==> src/hw/rtl/bced_pkg.sv <==
// Shared types and constants for the button click event detector.
// Payload structs, controller/datapath command and status, event codes.
`timescale 1ns / 1ps

package bced_pkg;

   localparam int unsigned CsrIndexWidth = 2;
   localparam int unsigned CsrDataWidth  = 16;
   localparam int unsigned TickWidth     = 16;
   localparam int unsigned ModStepWidth  = 4;

   localparam logic [7:0]  ShortTicksReset  = 8'd30;
   localparam logic [15:0] LongTicksReset   = 16'd50;
   localparam logic [7:0]  HoldPeriodReset  = 8'd20;
   localparam logic        ActiveLevelReset = 1'b0;

   localparam logic [CsrIndexWidth-1:0] CsrShortTicks  = 2'd0;
   localparam logic [CsrIndexWidth-1:0] CsrLongTicks   = 2'd1;
   localparam logic [CsrIndexWidth-1:0] CsrHoldPeriod  = 2'd2;
   localparam logic [CsrIndexWidth-1:0] CsrActiveLevel = 2'd3;

   localparam logic [2:0] EvNone   = 3'd0;
   localparam logic [2:0] EvDown   = 3'd1;
   localparam logic [2:0] EvUp     = 3'd2;
   localparam logic [2:0] EvSingle = 3'd3;
   localparam logic [2:0] EvDouble = 3'd4;
   localparam logic [2:0] EvLong   = 3'd5;
   localparam logic [2:0] EvHold   = 3'd6;

   localparam logic ReqScan      = 1'b0;
   localparam logic ReqSoftReset = 1'b1;

   typedef struct packed {
      logic req_type;
      logic pin_level;
   } req_beat_type;

   typedef struct packed {
      logic [2:0] event_code;
      logic       event_fired;
      logic [2:0] press_state;
      logic       stable_level;
   } rsp_beat_type;

   typedef struct packed {
      logic load;
      logic prep;
      logic mod_load;
      logic mod_step;
      logic finish;
   } dp_cmd_type;

   typedef struct packed {
      logic is_soft;
      logic need_mod;
   } dp_status_type;

endpackage

==> src/hw/rtl/bced_ctrl.sv <==
// Sequencer for one beat: prepare, optional 16-step remainder, finish, deliver.
// Depends on bced_pkg.
`timescale 1ns / 1ps

module bced_ctrl (
   input  logic                   clock,
   input  logic                   reset,
   input  logic                   req_valid,
   output logic                   req_stall,
   output logic                   rsp_valid,
   input  logic                   rsp_stall,
   input  bced_pkg::dp_status_type status,
   output bced_pkg::dp_cmd_type   cmd
);
   import bced_pkg::*;

   typedef enum logic [2:0] {
      S_IDLE,
      S_PREP,
      S_CHECK,
      S_MOD,
      S_FINISH,
      S_OUT
   } ctrl_state_type;

   ctrl_state_type             state_ff, state_in;
   logic [ModStepWidth-1:0]    step_ff, step_in;

   always_comb begin
      state_in = state_ff;
      step_in  = step_ff;
      unique case (state_ff)
         S_IDLE: begin
            if (req_valid) state_in = S_PREP;
         end
         S_PREP: begin
            state_in = status.is_soft ? S_OUT : S_CHECK;
         end
         S_CHECK: begin
            step_in  = '0;
            state_in = status.need_mod ? S_MOD : S_FINISH;
         end
         S_MOD: begin
            step_in = step_ff + 1'b1;
            if (step_ff == {ModStepWidth{1'b1}}) state_in = S_FINISH;
         end
         S_FINISH: begin
            state_in = S_OUT;
         end
         S_OUT: begin
            if (!rsp_stall) state_in = S_IDLE;
         end
         default: state_in = S_IDLE;
      endcase
   end

   always_ff @(posedge clock) begin
      if (reset) begin
         state_ff <= S_IDLE;
         step_ff  <= '0;
      end else begin
         state_ff <= state_in;
         step_ff  <= step_in;
      end
   end

   assign req_stall = (state_ff != S_IDLE);
   assign rsp_valid = (state_ff == S_OUT);

   always_comb begin
      cmd          = '0;
      cmd.load     = (state_ff == S_IDLE) && req_valid;
      cmd.prep     = (state_ff == S_PREP);
      cmd.mod_load = (state_ff == S_CHECK) && status.need_mod;
      cmd.mod_step = (state_ff == S_MOD);
      cmd.finish   = (state_ff == S_FINISH);
   end

endmodule

==> src/hw/rtl/bced_dp.sv <==
// Datapath: timing registers, debouncer, detector state, shift-subtract remainder
// unit and the result register. Depends on bced_pkg.
`timescale 1ns / 1ps

module bced_dp (
   input  logic                                   clock,
   input  logic                                   reset,
   input  logic                                   csr_we,
   input  logic [bced_pkg::CsrIndexWidth-1:0]     csr_index,
   input  logic [bced_pkg::CsrDataWidth-1:0]      csr_wdata,
   input  bced_pkg::req_beat_type                 req_data,
   input  bced_pkg::dp_cmd_type                   cmd,
   output bced_pkg::dp_status_type                status,
   output bced_pkg::rsp_beat_type                 rsp_data
);
   import bced_pkg::*;

   typedef enum logic [2:0] {
      D_IDLE     = 3'd0,
      D_PRESSED  = 3'd1,
      D_RELEASED = 3'd2,
      D_REPRESS  = 3'd3,
      D_LONG     = 3'd4
   } det_state_type;

   logic [7:0]           short_ff;
   logic [15:0]          long_ff;
   logic [7:0]           hold_ff;
   logic                 active_ff;

   req_beat_type         req_ff;
   det_state_type        mst_ff, mst_in;
   logic [TickWidth-1:0] tick_ff, tick_in;
   logic [1:0]           dcnt_ff, dcnt_in;
   logic                 deb_ff, deb_in;
   logic [7:0]           click_ff, click_in;
   logic [2:0]           last_ff, last_in;
   logic [TickWidth-1:0] div_ff;
   logic [7:0]           rem_ff;
   logic [8:0]           rem_shift;
   rsp_beat_type         rsp_ff, rsp_in;
   logic                 fired;
   logic                 pressed;
   logic [1:0]           dcnt_inc;

   assign pressed = (deb_ff == active_ff);

   assign status = '{is_soft:  (req_ff.req_type == ReqSoftReset),
                     need_mod: (mst_ff == D_LONG) && pressed && (hold_ff != 8'd0)};

   // csr writes
   always_ff @(posedge clock) begin
      if (reset) begin
         short_ff  <= ShortTicksReset;
         long_ff   <= LongTicksReset;
         hold_ff   <= HoldPeriodReset;
         active_ff <= ActiveLevelReset;
      end else if (csr_we) begin
         unique case (csr_index)
            CsrShortTicks:  short_ff  <= csr_wdata[7:0];
            CsrLongTicks:   long_ff   <= csr_wdata;
            CsrHoldPeriod:  hold_ff   <= csr_wdata[7:0];
            CsrActiveLevel: active_ff <= csr_wdata[0];
            default: ;
         endcase
      end
   end

   // remainder unit: one dividend bit per step
   assign rem_shift = {rem_ff, div_ff[TickWidth-1]};

   always_ff @(posedge clock) begin
      if (cmd.mod_load) begin
         div_ff <= tick_ff;
         rem_ff <= '0;
      end else if (cmd.mod_step) begin
         div_ff <= {div_ff[TickWidth-2:0], 1'b0};
         rem_ff <= (rem_shift >= {1'b0, hold_ff}) ? 8'(rem_shift - {1'b0, hold_ff})
                                                 : rem_shift[7:0];
      end
   end

   always_ff @(posedge clock) begin
      if (cmd.load) req_ff <= req_data;
   end

   assign dcnt_inc = dcnt_ff + 2'd1;

   always_comb begin
      mst_in   = mst_ff;
      tick_in  = tick_ff;
      dcnt_in  = dcnt_ff;
      deb_in   = deb_ff;
      click_in = click_ff;
      last_in  = last_ff;
      fired    = 1'b0;
      rsp_in   = rsp_ff;
      if (cmd.prep) begin
         if (req_ff.req_type == ReqSoftReset) begin
            mst_in   = D_IDLE;
            tick_in  = '0;
            dcnt_in  = '0;
            click_in = '0;
            last_in  = EvNone;
            rsp_in   = '{event_code: EvNone, event_fired: 1'b0,
                         press_state: D_IDLE, stable_level: deb_ff};
         end else begin
            if (mst_ff != D_IDLE) tick_in = tick_ff + 1'b1;
            if (req_ff.pin_level != deb_ff) begin
               dcnt_in = dcnt_inc;
               if (dcnt_inc >= 2'd2) begin
                  deb_in  = req_ff.pin_level;
                  dcnt_in = '0;
               end
            end else begin
               dcnt_in = '0;
            end
         end
      end else if (cmd.finish) begin
         unique case (mst_ff)
            D_IDLE: begin
               if (pressed) begin
                  fired    = 1'b1;
                  last_in  = EvDown;
                  tick_in  = '0;
                  click_in = 8'd1;
                  mst_in   = D_PRESSED;
               end else begin
                  last_in = EvNone;
               end
            end
            D_PRESSED: begin
               if (!pressed) begin
                  fired   = 1'b1;
                  last_in = EvUp;
                  tick_in = '0;
                  mst_in  = D_RELEASED;
               end else if (long_ff != 16'd0 && tick_ff > long_ff) begin
                  fired   = 1'b1;
                  last_in = EvLong;
                  mst_in  = D_LONG;
               end
            end
            D_RELEASED: begin
               if (pressed) begin
                  fired    = 1'b1;
                  last_in  = EvDown;
                  click_in = click_ff + 8'd1;
                  tick_in  = '0;
                  mst_in   = D_REPRESS;
               end else if (tick_ff > {8'd0, short_ff}) begin
                  if (click_ff == 8'd1) begin
                     fired   = 1'b1;
                     last_in = EvSingle;
                  end else if (click_ff == 8'd2) begin
                     fired   = 1'b1;
                     last_in = EvDouble;
                  end
                  mst_in = D_IDLE;
               end
            end
            D_REPRESS: begin
               if (!pressed) begin
                  fired   = 1'b1;
                  last_in = EvUp;
                  if (tick_ff < {8'd0, short_ff}) begin
                     tick_in = '0;
                     mst_in  = D_RELEASED;
                  end else begin
                     mst_in = D_IDLE;
                  end
               end
            end
            D_LONG: begin
               if (pressed) begin
                  if (hold_ff != 8'd0 && rem_ff == 8'd0) begin
                     fired   = 1'b1;
                     last_in = EvHold;
                  end
               end else begin
                  fired   = 1'b1;
                  last_in = EvUp;
                  mst_in  = D_IDLE;
               end
            end
            default: mst_in = D_IDLE;
         endcase
         rsp_in = '{event_code: last_in, event_fired: fired,
                    press_state: mst_in, stable_level: deb_ff};
      end
   end

   always_ff @(posedge clock) begin
      if (reset) begin
         mst_ff   <= D_IDLE;
         tick_ff  <= '0;
         dcnt_ff  <= '0;
         deb_ff   <= ~ActiveLevelReset;
         click_ff <= '0;
         last_ff  <= EvNone;
      end else begin
         mst_ff   <= mst_in;
         tick_ff  <= tick_in;
         dcnt_ff  <= dcnt_in;
         deb_ff   <= deb_in;
         click_ff <= click_in;
         last_ff  <= last_in;
      end
   end

   always_ff @(posedge clock) begin
      rsp_ff <= rsp_in;
   end

   assign rsp_data = rsp_ff;

endmodule

==> src/hw/rtl/button_click_event_detector_core.sv <==
// Top level of the button click event detector: sequencer plus datapath.
// Depends on bced_pkg, bced_ctrl, bced_dp.
//
//   channel  direction  handshake             payload
//   req_     in         req_valid/req_stall   bced_pkg::req_beat_type
//   rsp_     out        rsp_valid/rsp_stall   bced_pkg::rsp_beat_type
//   csr_     in         csr_we                csr_index, csr_wdata
//
// One beat at a time: accept, prepare, check, then finish and deliver. While in long
// press with the button still down and a nonzero hold period, the 16-step shift-subtract
// remainder unit runs between check and finish. Soft reset beats skip check and finish.
// Synchronous reset restores the registers to 30, 50, 20, 0 and clears the detector.
// req_stall stays high until the result beat is taken; rsp_stall holds the result.
`timescale 1ns / 1ps

module button_click_event_detector_core (
   input  logic                               clock,
   input  logic                               reset,
   input  logic                               req_valid,
   output logic                               req_stall,
   input  bced_pkg::req_beat_type             req_data,
   output logic                               rsp_valid,
   input  logic                               rsp_stall,
   output bced_pkg::rsp_beat_type             rsp_data,
   input  logic                               csr_we,
   input  logic [bced_pkg::CsrIndexWidth-1:0] csr_index,
   input  logic [bced_pkg::CsrDataWidth-1:0]  csr_wdata
);
   import bced_pkg::*;

   dp_cmd_type    cmd;
   dp_status_type status;

   bced_ctrl u_ctrl (
      .clock     (clock),
      .reset     (reset),
      .req_valid (req_valid),
      .req_stall (req_stall),
      .rsp_valid (rsp_valid),
      .rsp_stall (rsp_stall),
      .status    (status),
      .cmd       (cmd)
   );

   bced_dp u_dp (
      .clock     (clock),
      .reset     (reset),
      .csr_we    (csr_we),
      .csr_index (csr_index),
      .csr_wdata (csr_wdata),
      .req_data  (req_data),
      .cmd       (cmd),
      .status    (status),
      .rsp_data  (rsp_data)
   );

endmodule

==> config.mk <==
export PLATFORM = sky130hd
export DESIGN_NAME = button_click_event_detector_core
export DESIGN_NICKNAME = d
export VERILOG_FILES = /design/src/hw/rtl/bced_pkg.sv /design/src/hw/rtl/bced_ctrl.sv /design/src/hw/rtl/bced_dp.sv /design/src/hw/rtl/button_click_event_detector_core.sv
export SDC_FILE = /design/constraint.sdc
export NUM_CORES = 1
export LEC_CHECK = 0
export BUFFER_PORTS_ARGS = -buffer_cell sky130_fd_sc_hd__buf_2
export CORE_MARGIN = 4
export CORE_UTILIZATION = 40
export DETAILED_ROUTE_END_ITERATION = 8
export HOLD_SLACK_MARGIN = 0.05
export SLEW_MARGIN = 25
export SYNTH_ARGS = -nofsm -noshare
export SYNTH_HDL_FRONTEND = slang
export SYNTH_SLANG_ARGS = --single-unit
==> constraint.sdc <==
create_clock -name clock -period 2.9 [get_ports clock]
set_input_delay 0.58 -clock clock [delete_from_list [all_inputs] [get_ports clock]]
set_output_delay 0.58 -clock clock [all_outputs]
set_load 0.02 [all_outputs]
==> results.md <==
- Worst Tran Pin Value: 0.7628 ns
- Commonest cells in the netlist: dfxtp_1 (81), nand2_1 (79), nor2_1 (71)
- EDFF count, synth: 26
- Tcrit/Tclk final: 87.87%
- Top-count cell post-synth: dfxtp_1
- Synthesized flop and latch total: 107
- Sequential cell area fraction in the yosys report: 40.66%
- Outcome: completed
- Worst-path cell chain: or3b_1 > a32oi_1 > nor2_1 > a211oi_4 > nand2_2 > o21ai_4 > nor2_1
- Num CTS Buffers: 9
- Die area: 16780 um^2
- Bufs on Longest Clock Path: 2
- Post-synth top area share: 27.45%
- # rows: 44
- Vias per cell: 5.508
- Crit Path Class: flop to flop
- Gpl congestion: 0.9272
- Largest net degree at the start of global routing: 40
- WHS: 0.4067 ns
- Cell leakage power: 2.658 nW
- Crit-path most repeated cell: nor2_1
- Final #Nets: 781
- Synthesized netlist cell count: 683
- Final setup TNS: 0 ns
- Worst EP required: 3.12 ns
- Crit path DAT: 2.77 ns
- Worst r2r src: u_ctrl.state_ff[0]$_SDFFE_PP0P_
- Worst min-delay path category: input pin to flop
- Worst path bufs/invs: 0
- Peak supply drop: 0.4930 mV
- Startpoint type of the worst setup path: flop
- Post-Syn Nets: 747
- Antenna Nets Post-Route: 0
- RSZ-0062 raised after global routing: false
- Hold Vio Cnt, Final: 0
- Max Transition Viols Final: 0
- Critical path peak fanout: 16
- Cts hold-fix bufs: 0
- Core area: 14480 um^2
- Area leader, netlist: dfxtp_1
- Top_reg_cell synth: dfxtp_1
- Highest-delay cell along the critical path: dfxtp_1
- CTS clk-pin slew, worst paths: 0.07 ns
- Vias: 4990
- Ant diodes: 0
- Initial antenna violation count: 0
- Cell Area, Synth: 5908 um^2
- Max incr delay on CP: 0.58 ns
- CTS resizes: 0
- Initial Utilization: 40.81%
- Netlist cell types: 68
- Max Fclk: 392.4 MHz
- Minimum clock period: 2.548 ns
- CTS tree: yes
- Clock Skew: 0.006840 ns
- Worst skew pair latency: 0.35 ns
- Total grt overflow: 0
- Max Cap Viol: 0
- IO buf count: 34
- Die X: 129.5 um
- Vias in the first global route: 4699
- Finished Cell Area: 6599 um^2
- Power per cell area: 614.3 nW/um^2
- Detailed-route wire length per cell: 15.56 um
- Total GRT Usage: 17.47%
- CP delay by family, top: compound AO/OA/AOI/OAI gates
- DP Area: 6320 um^2
- Final setup viols: 0
- Detail Placement HPWL: 10220 um
- DRC errors left: 0
- Initial drt markers: 422
- Area Growth Syn to Fin: 11.69%
- Top-level I/O count: 35
- First-pass GRT wire length: 23630 um
- Htree depth: 3
- WL final: 14100 um
- Slew HR: 49.02%
- Avg Inst Size Synth: 8.650 um^2
- Share of layout cells above drive strength 1: 11.63%
- Hold Crit Start: req_data[1]
- Share of flip-flops with an asynchronous set or reset: 0%
- Post-CTS Setup Repair Bufs: 0
- Die Y: 129.5 um
- Critical path origin: u_ctrl.state_ff[0]$_SDFFE_PP0P_
- Drt pass-1 iters: 6
- Warnings, synthesis: 0
- Clk sinks: 107
- Root buf cell: clkbuf_16
- Synth top area cells: dfxtp_1 (27%), edfxtp_1 (13%), ha_1 (8.0%)
- Setup crit end kind: flop
## worst paths after layout
kind | cells after the start | to | slack [ns]
setup / recovery | 7 | u_dp.tick_ff[13]$_SDFFE_PP0P_ | 0.35
hold / removal | 1 | u_dp.status[1]$_DFFE_PP_ | 0.41
setup reg to reg | 7 | u_dp.tick_ff[13]$_SDFFE_PP0P_ | 0.35
hold reg to reg | 2 | u_dp.dcnt_ff[1]$_SDFFE_PP0P_ | 0.45
## registers in the layout, indices dropped and copies added, names as in the netlist, 4 cells and up
signal,cells
u_dp.div_ff,16
u_dp.short_ff,8
u_ctrl.step_ff,4
u_dp.hold_ff,8
u_dp.rem_ff,8
u_dp.tick_ff,16
u_dp.rsp_data,8
u_dp.click_ff,8
u_dp.long_ff,16
## cell type report
cell class                 count  area, um^2
clock inverter                 3       38.79
tap                          184       230.2
sequential                   107        2402
clock buffer                  13       240.2
fill                        1394        7880
inverter                      45       168.9
timing repair buffer          53       312.8
multi-input combinational    501        3206
## stage by stage
| step | worst slack, ns | instances | utilization [%] | total power, W |
|---|---|---|---|---|
| 2_1_floorplan | 0.4375 | 683 | - | 0.002550 |
| 3_3_place_gp | 0.4920 | 890 | 43.65 | 0.002861 |
| 3_5_place_dp | 0.3585 | 890 | 43.65 | 0.002889 |
| 4_1_cts | 0.3457 | 906 | 45.58 | 0.004080 |
| 5_1_grt | 0.1292 | 906 | 45.58 | 0.004289 |
| 6_report | 0.3517 | 906 | 45.58 | 0.004053 |
## placed cells by master, fill, tap and decap left out, drive strengths merged, types with 6 or more instances in the layout
| cell type | n |
|---|---|
| dfxtp | 81 |
| nand2 | 80 |
| nor2 | 71 |
| a21oi | 55 |
| buf | 53 |
| inv | 45 |
| ha | 38 |
| nand3 | 36 |
| edfxtp | 26 |
| o21ai | 26 |
| xor2 | 22 |
| nand4 | 18 |
| mux2 | 18 |
| o211ai | 13 |
| clkbuf | 13 |
| and3 | 12 |
| nor2b | 10 |
| nor4 | 10 |
| a21o | 7 |
| nor3 | 6 |
## routing by layer
layer	vias up	part of all wire [%]	track usage (%)
met4	0	2.7	7.396
met1	2364	48	24.07
met5	-	0	0
met2	106	46	27.59
li1	2487	-	-
met3	33	3.4	2.432
## kinds of logic after synthesis
family                     share of synthesized area (%)
and+or+nand+nor                                    22.13
DFF                                                40.66
xor gates and xnor gates                           4.130
AOI/OAI and AO/OA                                  15.33
adders and majority gates                          8.386
muxes                                              4.278
buffers and inverters                              5.082
## report_power, final
part | internal (W) | switching (W)
combinational | 0.000465 | 0.000657
sequential | 0.00165 | 0.0000964
clock | 0.000667 | 0.000522
total | 0.00278 | 0.00128
(Power assumes the default switching activity.)
